==> src/rtl/msa_pkg.sv <==
// Shared constants, types and helpers for the message slot allocator.
package msa_pkg;

	localparam int POOL_SLOTS  = 32;
	localparam int CACHE_DEPTH = 8;

	localparam int SLOT_W = (POOL_SLOTS > 1) ? $clog2(POOL_SLOTS) : 1;
	localparam int CNT_W  = $clog2(CACHE_DEPTH + 1);
	localparam int CIDX_W = (CACHE_DEPTH > 1) ? $clog2(CACHE_DEPTH) : 1;

	localparam int SLOT_IN_W  = 6;
	localparam int SLOT_OUT_W = 5;
	localparam int STATUS_W   = 3;

	localparam logic OP_ALLOC = 1'b0;
	localparam logic OP_FREE  = 1'b1;

	localparam logic [STATUS_W-1:0] STS_FROM_CACHE = 3'd0;
	localparam logic [STATUS_W-1:0] STS_FROM_POOL  = 3'd1;
	localparam logic [STATUS_W-1:0] STS_EXHAUSTED  = 3'd2;
	localparam logic [STATUS_W-1:0] STS_TO_CACHE   = 3'd3;
	localparam logic [STATUS_W-1:0] STS_TO_POOL    = 3'd4;
	localparam logic [STATUS_W-1:0] STS_INVALID    = 3'd5;

	typedef struct packed {
		logic              scan_start;
		logic              scan_step;
		logic              clr;
		logic              set;
		logic [SLOT_W-1:0] idx;
	} pool_cmd_t;

	typedef struct packed {
		logic              hit;
		logic              last;
		logic [SLOT_W-1:0] ptr;
	} pool_sts_t;

	function automatic logic [SLOT_OUT_W-1:0] to_slot_out(input logic [SLOT_W-1:0] idx);
		logic [SLOT_W+SLOT_OUT_W-1:0] wide;
		wide = (SLOT_W + SLOT_OUT_W)'(idx);
		return wide[SLOT_OUT_W-1:0];
	endfunction

endpackage

==> src/rtl/msa_ram.sv <==
// Generic single-port-write, single-port-read RAM with registered read data.
module msa_ram #(
	parameter int WIDTH = 8,
	parameter int DEPTH = 8,
	parameter int ADDR_W = (DEPTH > 1) ? $clog2(DEPTH) : 1
) (
	input  logic              clk,
	input  logic              we,
	input  logic [ADDR_W-1:0] waddr,
	input  logic [WIDTH-1:0]  wdata,
	input  logic [ADDR_W-1:0] raddr,
	output logic [WIDTH-1:0]  rdata
);

	logic [WIDTH-1:0] mem_q [DEPTH];
	logic [WIDTH-1:0] rdata_q;

	always_ff @(posedge clk) begin
		if (we) begin
			mem_q[waddr] <= wdata;
		end
		rdata_q <= mem_q[raddr];
	end

	assign rdata = rdata_q;

endmodule

==> src/rtl/msa_pool.sv <==
// Pool free bits and the scan pointer that tests one slot per cycle.
module msa_pool (
	input  logic               clk,
	input  logic               arst_n,
	input  msa_pkg::pool_cmd_t cmd,
	output msa_pkg::pool_sts_t sts
);

	import msa_pkg::*;

	logic [POOL_SLOTS-1:0] free_q;
	logic [SLOT_W-1:0]     ptr_q;

	always_ff @(posedge clk or negedge arst_n) begin
		if (!arst_n) begin
			free_q <= '1;
			ptr_q  <= '0;
		end else begin
			if (cmd.clr) begin
				free_q[cmd.idx] <= 1'b0;
			end else if (cmd.set) begin
				free_q[cmd.idx] <= 1'b1;
			end
			if (cmd.scan_start) begin
				ptr_q <= '0;
			end else if (cmd.scan_step) begin
				ptr_q <= ptr_q + 1'b1;
			end
		end
	end

	assign sts.hit  = free_q[ptr_q];
	assign sts.last = (ptr_q == SLOT_W'(POOL_SLOTS - 1));
	assign sts.ptr  = ptr_q;

endmodule

==> src/rtl/message_slot_allocator_top.sv <==
// Message slot allocator: LIFO cache of freed slots in front of a scanned pool of free bits.
// in_stall is high while a request is in progress. A free request goes straight to the output
// state, an allocation served from the cache first passes the pop state (the cache RAM has a
// registered read), and an allocation from the pool scans from slot 0 up to the first free slot,
// or over all POOL_SLOTS slots when the pool is exhausted, testing one free bit per cycle. The
// result then moves into the output register, and the next transfer is taken while it waits there.
module message_slot_allocator_top (
	input  logic                           clk,
	input  logic                           arst_n,
	input  logic                           in_valid,
	output logic                           in_stall,
	input  logic                           op,
	input  logic [msa_pkg::SLOT_IN_W-1:0]  slot_in,
	output logic                           out_valid,
	input  logic                           out_stall,
	output logic [msa_pkg::SLOT_OUT_W-1:0] slot_out,
	output logic [msa_pkg::STATUS_W-1:0]   status
);

	import msa_pkg::*;

	localparam logic [1:0] S_IDLE = 2'd0;
	localparam logic [1:0] S_POP  = 2'd1;
	localparam logic [1:0] S_SCAN = 2'd2;
	localparam logic [1:0] S_OUT  = 2'd3;

	logic [1:0]            state_q, state_d;
	logic [CNT_W-1:0]      count_q;
	logic [CNT_W-1:0]      count_m1;
	logic                  out_valid_q;
	logic [SLOT_OUT_W-1:0] res_slot_q, res_slot_d, slot_out_q;
	logic [STATUS_W-1:0]   res_status_q, res_status_d, status_q;
	logic                  res_load;
	logic                  out_load;
	logic                  accept;
	logic                  is_free;
	logic                  idx_ok;
	logic                  cache_empty;
	logic                  cache_full;
	logic                  push;
	logic [SLOT_W-1:0]     ram_rdata;
	pool_cmd_t             pcmd;
	pool_sts_t             psts;

	assign in_stall    = (state_q != S_IDLE);
	assign accept      = in_valid && !in_stall;
	assign is_free     = (op == OP_FREE);
	assign idx_ok      = ({1'b0, slot_in} < 7'(POOL_SLOTS));
	assign cache_empty = (count_q == '0);
	assign cache_full  = (count_q == CNT_W'(CACHE_DEPTH));
	assign count_m1    = count_q - 1'b1;
	assign push        = accept && is_free && idx_ok && !cache_full;
	assign out_load    = (state_q == S_OUT) && (!out_valid_q || !out_stall);

	msa_ram #(
		.WIDTH(SLOT_W),
		.DEPTH(CACHE_DEPTH)
	) u_cache (
		.clk  (clk),
		.we   (push),
		.waddr(count_q[CIDX_W-1:0]),
		.wdata(SLOT_W'(slot_in)),
		.raddr(count_m1[CIDX_W-1:0]),
		.rdata(ram_rdata)
	);

	always_comb begin
		pcmd.scan_start = accept && !is_free && cache_empty;
		pcmd.scan_step  = (state_q == S_SCAN) && !psts.hit && !psts.last;
		pcmd.clr        = push || ((state_q == S_SCAN) && psts.hit);
		pcmd.set        = accept && is_free && idx_ok && cache_full;
		pcmd.idx        = (state_q == S_SCAN) ? psts.ptr : SLOT_W'(slot_in);
	end

	msa_pool u_pool (
		.clk   (clk),
		.arst_n(arst_n),
		.cmd   (pcmd),
		.sts   (psts)
	);

	always_comb begin
		state_d      = state_q;
		res_load     = 1'b0;
		res_slot_d   = '0;
		res_status_d = STS_INVALID;
		case (state_q)
			S_IDLE: begin
				if (accept) begin
					if (is_free) begin
						state_d  = S_OUT;
						res_load = 1'b1;
						if (!idx_ok) begin
							res_status_d = STS_INVALID;
						end else if (!cache_full) begin
							res_slot_d   = slot_in[SLOT_OUT_W-1:0];
							res_status_d = STS_TO_CACHE;
						end else begin
							res_slot_d   = slot_in[SLOT_OUT_W-1:0];
							res_status_d = STS_TO_POOL;
						end
					end else if (cache_empty) begin
						state_d = S_SCAN;
					end else begin
						state_d = S_POP;
					end
				end
			end
			S_POP: begin
				state_d      = S_OUT;
				res_load     = 1'b1;
				res_slot_d   = to_slot_out(ram_rdata);
				res_status_d = STS_FROM_CACHE;
			end
			S_SCAN: begin
				if (psts.hit) begin
					state_d      = S_OUT;
					res_load     = 1'b1;
					res_slot_d   = to_slot_out(psts.ptr);
					res_status_d = STS_FROM_POOL;
				end else if (psts.last) begin
					state_d      = S_OUT;
					res_load     = 1'b1;
					res_status_d = STS_EXHAUSTED;
				end
			end
			S_OUT: begin
				if (out_load) begin
					state_d = S_IDLE;
				end
			end
			default: begin
				state_d = S_IDLE;
			end
		endcase
	end

	always_ff @(posedge clk or negedge arst_n) begin
		if (!arst_n) begin
			state_q     <= S_IDLE;
			count_q     <= '0;
			out_valid_q <= 1'b0;
		end else begin
			state_q <= state_d;
			if (accept && !is_free && !cache_empty) begin
				count_q <= count_m1;
			end else if (push) begin
				count_q <= count_q + 1'b1;
			end
			if (out_load) begin
				out_valid_q <= 1'b1;
			end else if (!out_stall) begin
				out_valid_q <= 1'b0;
			end
		end
	end

	always_ff @(posedge clk) begin
		if (res_load) begin
			res_slot_q   <= res_slot_d;
			res_status_q <= res_status_d;
		end
		if (out_load) begin
			slot_out_q <= res_slot_q;
			status_q   <= res_status_q;
		end
	end

	assign out_valid = out_valid_q;
	assign slot_out  = slot_out_q;
	assign status    = status_q;

endmodule

==> config.mk <==
export PLATFORM = sky130hd
export DESIGN_NAME = message_slot_allocator_top
export DESIGN_NICKNAME = d
export VERILOG_FILES = /design/src/rtl/msa_pkg.sv /design/src/rtl/msa_ram.sv /design/src/rtl/msa_pool.sv /design/src/rtl/message_slot_allocator_top.sv
export SDC_FILE = /design/constraint.sdc
export NUM_CORES = 1
export LEC_CHECK = 0
export BUFFER_PORTS_ARGS = -buffer_cell sky130_fd_sc_hd__buf_4
export CAP_MARGIN = 20
export CELL_PAD_IN_SITES_DETAIL_PLACEMENT = 2
export CELL_PAD_IN_SITES_GLOBAL_PLACEMENT = 2
export CORE_ASPECT_RATIO = 1.4
export CORE_MARGIN = 2
export CORE_UTILIZATION = 35
export CTS_CLUSTER_DIAMETER = 60
export CTS_CLUSTER_SIZE = 16
export DETAILED_ROUTE_END_ITERATION = 16
export GPL_TIMING_DRIVEN = 0
export PLACE_DENSITY_LB_ADDON = 0.1
export SKIP_CTS_REPAIR_TIMING = 1
export SLEW_MARGIN = 20
export SYNTH_ARGS = -nofsm -noshare
export SYNTH_HDL_FRONTEND = slang
export SYNTH_SLANG_ARGS = --single-unit
==> constraint.sdc <==
create_clock -name clk -period 3.65 [get_ports clk]
set_input_delay 0 -clock clk [delete_from_list [all_inputs] [get_ports clk]]
set_output_delay 0 -clock clk [all_outputs]
set_load 0.005 [all_outputs]
==> impl_metrics.yaml, run 1 <==
run_status:
  status: "complete, no violations"
power:
  p_sw_uw: 1810
  p_int_uw: 3150
  clockPowerShare_pct: 19.7
  swShare_pct: 36.5
  pwr-share-comb_pct: 42.3
  p_per_area_nw_per_um2: 848
  peakVddDrop_uv: 290
  share_seq_of_total_power_pct: 38.1
  leakagePower_uw: 0.00209
critical_path:
  cp.depth: 7
  reg2regPathDepth: 7
  reg2reg_setup_slack_ps: 380
  cpMaxStageDelayCell: "a31oi_1"
  cp_num_buf_inv: 2
  critPathTopFamily: "compound AO/OA/AOI/OAI gates"
  reg2reg_to: "res_status_q[0]"
  worstSetupStartpointType: "flip-flop"
  worstPathCellList: "clkbuf_1, mux4_2, a22oi_4, and2_1, buf_6, o21ai_0, a31oi_1"
  crit_required_ps: 3640
  slowest_delay_ps: 690
  reg2reg_from: "u_pool.ptr_q[1]"
  crit_path_end_kind: "flip-flop"
  worstSetupPathType: "flip-flop to flip-flop"
  path_max_fanout: 10
  arrival_ps: 3260
die:
  die_height_um: 146
  dieArea_um2: 15500
  die_x_um: 106
  rows: 52
  core_um2: 14300
  start_util_pct: 35.5
  ios: 21
sta:
  setup_viol: 0
  hold_viol: 0
  fin_hold_ws_ps: 29.2
  finalCritPeriodShare_pct: 89.7
  fmax_ghz: 0.305
  finalMaxSlewViolations: 0
  skew_ps: 5.84
  rsz0062_at_grt: "no"
  relSlewSlack_pct: 43.8
  setup_tns_ps: 0
  tightest_slew_ps: 839
  period_needed_ps: 3270
place:
  dpl.hpwl_um: 9370
  portBuffers: 20
  routabilityCongestion: 0.747
worst_hold_path:
  min_to: "u_pool.ptr_q[1]"
  hold_class: "primary input to flip-flop"
  hold_depth: 3
  min-delay-start: "op"
cts:
  ctsHtreeMaxLevel: 3
  clk-insertion-delay-late_ps: 360
  cts-root-buf: "clkbuf_16"
  numCtsBuffers: 9
  cts_buffer_depth: 2
  cts.clk_slew.worst_paths_ps: 70
  cts_tree: "built"
  cts_sinks: 105
logic_synthesis:
  ys_ff_latch: 105
  synth_edf_count: 56
  synth_warnings: 0
  ys_async_sr_fraction_pct: 41.9
  syn_avg_cell_area_um2: 13.7
  ys_types: 54
  synthFlopType: "edfxtp_1"
  syn_nets: 390
  synth_area_um2: 5070
  syn_inst: 371
  yosysSeqAreaShare_pct: 57.6
drt:
  wl_per_cell_um: 21.4
  drc: 0
  drt_pass1_iterations: 4
  drt_iter0_markers: 104
  num_vias: 3138
  viasPerCell: 5.20
  finalWirelength_um: 13000
  final_antenna_net_count: 0
global_routing:
  grtUsageTotal_pct: 18.0
  grt_pass1_wl_um: 20500
  antenna_found_initial: 0
  grt_pass1_vias: 3563
  grt_max_degree: 45
  overflow: 0
cells_and_area:
  area_growth_pct: 15.2
  layout_common_cells: "edfxtp_1 (56), mux2_2 (39), nor2_1 (38)"
  diodes: 0
  drive_above_1_share_pct: 34.5
  final_common_cell: "edfxtp_1"
  layout.nets: 429
job:
  drv_cap: 0
[worst max path at each step]
stage          slack [ps]                  end             from
2_1_floorplan         730  u_cache.mem_q[2][0]       count_q[0]
3_3_place_gp         -190  u_cache.mem_q[3][3]       count_q[0]
3_5_place_dp         -350  u_cache.mem_q[3][3]       count_q[0]
4_1_cts              -350  u_cache.mem_q[3][1]       count_q[0]
5_1_grt               150        res_slot_q[2]  u_pool.ptr_q[1]
6_report              380      res_status_q[0]  u_pool.ptr_q[1]
[cell families after synthesis]
family,count (synthesis),synth area share [%]
compound gates,49,8.11
xor+xnor,6,1.04
simple gates,103,9.59
fa+ha+maj,8,1.97
flops,105,57.6
buf+inv,29,3.25
mux,71,18.4
[power by group through the flow]
stage                     combinational [uW]  clock, uW  sequential, uW
final                                   2100        976            1890
after global routing                    2290       1050            1930
after floorplan                         1510          0            1850
after detailed placement                2130          0            1920
after CTS                               2130       1010            1900
after global placement                  2050          0            1890
[cells in the mapped netlist (2+ instances only)]
cell type | count | share of area [%]
edfxtp_1 | 56 | 33
mux2_2 | 39 | 8.7
nor2_1 | 38 | 2.8
dfstp_2 | 32 | 17
nor3_1 | 17 | 1.7
nand2_1 | 16 | 1.2
mux2i_1 | 14 | 2.8
a21oi_1 | 13 | 1.3
clkbuf_1 | 12 | 0.89
dfrtp_1 | 12 | 5.9
mux4_2 | 12 | 5.3
inv_1 | 9 | 0.67
nand3_1 | 9 | 0.89
ha_1 | 8 | 2.0
a22oi_1 | 6 | 0.89
buf_6 | 5 | 1.1
dfxtp_1 | 5 | 2.0
nor2b_1 | 5 | 0.62
xnor2_1 | 5 | 0.86
a31oi_2 | 4 | 0.99
and3_1 | 4 | 0.49
mux2_1 | 4 | 0.89
nor3b_1 | 4 | 0.59
o21a_1 | 4 | 0.59
o21ai_0 | 3 | 0.30
a21o_1 | 2 | 0.30
a31oi_1 | 2 | 0.25
and2_1 | 2 | 0.25
buf_2 | 2 | 0.20
nand3b_1 | 2 | 0.30
nor4_1 | 2 | 0.25
[stage by stage]
stage | instances | setup slack [ps] | total power [uW] | util, % | cell area [um2]
floorplan | 371 | 731 | 3360 | - | 5070
global placement | 580 | -189 | 3950 | 38.2 | 5460
detailed placement | 581 | -346 | 4050 | 38.2 | 5470
CTS | 597 | -354 | 5040 | 40.3 | 5770
global route | 604 | 155 | 5280 | 40.9 | 5850
finish | 604 | 376 | 4960 | 40.9 | 5850
[cell type report]
type	instances	area (um2)
Fill cell	1464	8470
Sequential cell	105	2920
Multi-Input combinational cell	237	2000
Tap cell	189	236
Clock buffer	9	225
Timing Repair Buffer	28	225
Buffer	20	134
Clock inverter	7	67.6
Inverter	9	33.8
[per-layer routing]
| layer | part of all wire [%] | vias to the layer above | GRT usage, % |
|---|---|---|---|
| met5 | 0 | - | 0 |
| met4 | 1.8 | 0 | 6.97 |
| met2 | 55 | 32 | 33.1 |
| met1 | 42 | 1631 | 20.8 |
| met3 | 1.6 | 12 | 2.59 |
| li1 | - | 1463 | - |
[worst reg2reg max path: cells and delay by family, from the launching register on]
kind / cells / cell delay (ps)
AOI/OAI and AO/OA: 3 / 1110
buffers and inverters: 2 / 580
DFF: 1 / 570
muxes: 1 / 430
and+or+nand+nor: 1 / 210
No activity file was read; power rests on OpenSTA's default activity.
==> inputs of run 2 (changes only) <==
--- a/config.mk
+++ b/config.mk
@@ -13,10 +13,10 @@
 export CORE_MARGIN = 2
 export CORE_UTILIZATION = 35
 export CTS_CLUSTER_DIAMETER = 60
-export CTS_CLUSTER_SIZE = 16
+export CTS_CLUSTER_SIZE = 14
 export DETAILED_ROUTE_END_ITERATION = 16
 export GPL_TIMING_DRIVEN = 0
-export PLACE_DENSITY_LB_ADDON = 0.1
+export PLACE_DENSITY = 0.7
 export SKIP_CTS_REPAIR_TIMING = 1
 export SLEW_MARGIN = 20
 export SYNTH_ARGS = -nofsm -noshare
==> impl_metrics.yaml, run 2 (synthesis results as in run 1) <==
place:
  place_area_um2: 5480
  pre_cts_ws_ps: -357
  routabilityCongestion: 0.731
  portBuffers: 20
  dpl.hpwl_um: 9530
cts:
  cts_tree: "built"
  cts_buffer_depth: 2
  cts-root-buf: "clkbuf_16"
  cts.clk_slew.worst_paths_ps: 80
  ctsHtreeMaxLevel: 3
  numCtsBuffers: 9
  clk-insertion-delay-late_ps: 350
  cts_sinks: 105
sta:
  fmax_ghz: 0.306
  tightest_slew_ps: 853
  period_needed_ps: 3270
  rsz0062_at_grt: "no"
  fin_hold_ws_ps: 27.8
  setup_ws_ps: 378
  skew_ps: 12.0
  setup_viol: 0
  hold_viol: 0
  finalMaxSlewViolations: 0
  finalCritPeriodShare_pct: 89.7
  relSlewSlack_pct: 42.9
die:
  rows: 52
  die_height_um: 146
  core_um2: 14300
  ios: 21
  dieArea_um2: 15500
  start_util_pct: 35.5
  die_x_um: 106
critical_path:
  slowest_delay_ps: 690
  path_max_fanout: 10
  arrival_ps: 3250
  cpMaxStageDelayCell: "a31oi_1"
  worstPathCellList: "clkbuf_1, mux4_2, a22oi_4, and2_1, buf_6, o21ai_0, a31oi_1"
  worstSetupPathType: "flip-flop to flip-flop"
  crit_required_ps: 3630
  worstSetupStartpointType: "flip-flop"
  crit_path_end_kind: "flip-flop"
cells_and_area:
  layout_common_cells: "edfxtp_1 (56), mux2_2 (39), nor2_1 (38)"
  final-seq-area_um2: 2920
  diodes: 0
  design_area_um2: 5870
  final_common_cell: "edfxtp_1"
  drive_above_1_share_pct: 34.9
  multi_input_area_um2: 2000
  fillers: 1446
  layout.nets: 429
  area_growth_pct: 15.6
global_routing:
  overflow: 0
  antenna_found_initial: 0
  grt_pass1_wl_um: 21200
  grt_pass1_vias: 3599
  grtUsageTotal_pct: 18.0
  grt_max_degree: 45
power:
  swShare_pct: 37.7
  peakVddDrop_uv: 273
  clockPowerShare_pct: 19.6
  p_sw_uw: 1890
  p_per_area_nw_per_um2: 852
  share_seq_of_total_power_pct: 37.9
  pwr-share-comb_pct: 42.5
  p_int_uw: 3110
  leakagePower_uw: 0.00209
drt:
  wl_per_cell_um: 22.0
  drc: 0
  num_vias: 3179
  viasPerCell: 5.26
  final_antenna_net_count: 0
  drt_iter0_markers: 109
  drt_pass1_iterations: 4
  finalWirelength_um: 13300
run_status:
  status: "complete, no violations"
worst_hold_path:
  hold_class: "primary input to flip-flop"
job:
  drv_cap: 0
[run 2: cell count changes in the layout (fill, tap and decap cells not counted), sizes merged]
| cell | change |
|---|---|
| clkinvlp | -1 |
| clkdlybuf4s15 | +1 |
| buf | -1 |
| inv | +2 |
| bufinv | -1 |
[run 2: layout make-up]
type	instances	share of cell area, %
flip-flops and latches	105	49.8
multi-input cells	237	34.1
well taps	189	4.03
repair buffers	28	3.95
clock buffers	9	3.84
plain buffers	20	2.28
clock inverters	7	1.36
inverters	9	0.576
[run 2: power groups by stage]
stage | registers (uW) | logic, uW | clock network (uW)
6_report | 1900 | 2120 | 979
5_1_grt | 1940 | 2320 | 1060
4_1_cts | 1900 | 2150 | 1010
3_5_place_dp | 1920 | 2130 | 0
3_3_place_gp | 1890 | 2030 | 0
2_1_floorplan | 1850 | 1510 | 0
[run 2: critical path: cells and delay by family, from the launching register on]
family | cells | cell delay, ps
compound gates | 3 | 1090
buf+inv | 2 | 610
flops | 1 | 560
mux | 1 | 440
simple gates | 1 | 200
[run 2: per-stage QoR]
step           utilization (%)  power (uW)  cells  setup TNS [ps]
3_5_place_dp              38.3        4050    581           -3400
6_report                  41.0        5000    604               0
4_1_cts                   40.4        5060    597           -4460
2_1_floorplan                -        3360    371               0
5_1_grt                   41.0        5310    604               0
3_3_place_gp              38.2        3930    580           -3290
[run 2: per-layer routing]
layer  vias up  wire length, um  global-route usage, %
met4         0              217                   5.26
met3        11              298                   3.13
met5         -                0                      0
met1      1662             5300                   20.5
met2        42             7470                   34.1
li1       1464                -                      -
[run 2: final timing paths]
path,end,slack [ps],from,cells after the start
min in group asynchronous,u_pool.ptr_q[2],200,arst_n,2
worst min register to register,slot_out[1],420,res_slot_q[1],0
worst min-delay path,u_pool.ptr_q[1],30,op,3
worst max-delay path,res_slot_q[1],380,u_pool.ptr_q[1],7
max in group asynchronous,count_q[2],3020,arst_n,2
worst max register to register,res_slot_q[1],380,u_pool.ptr_q[1],7
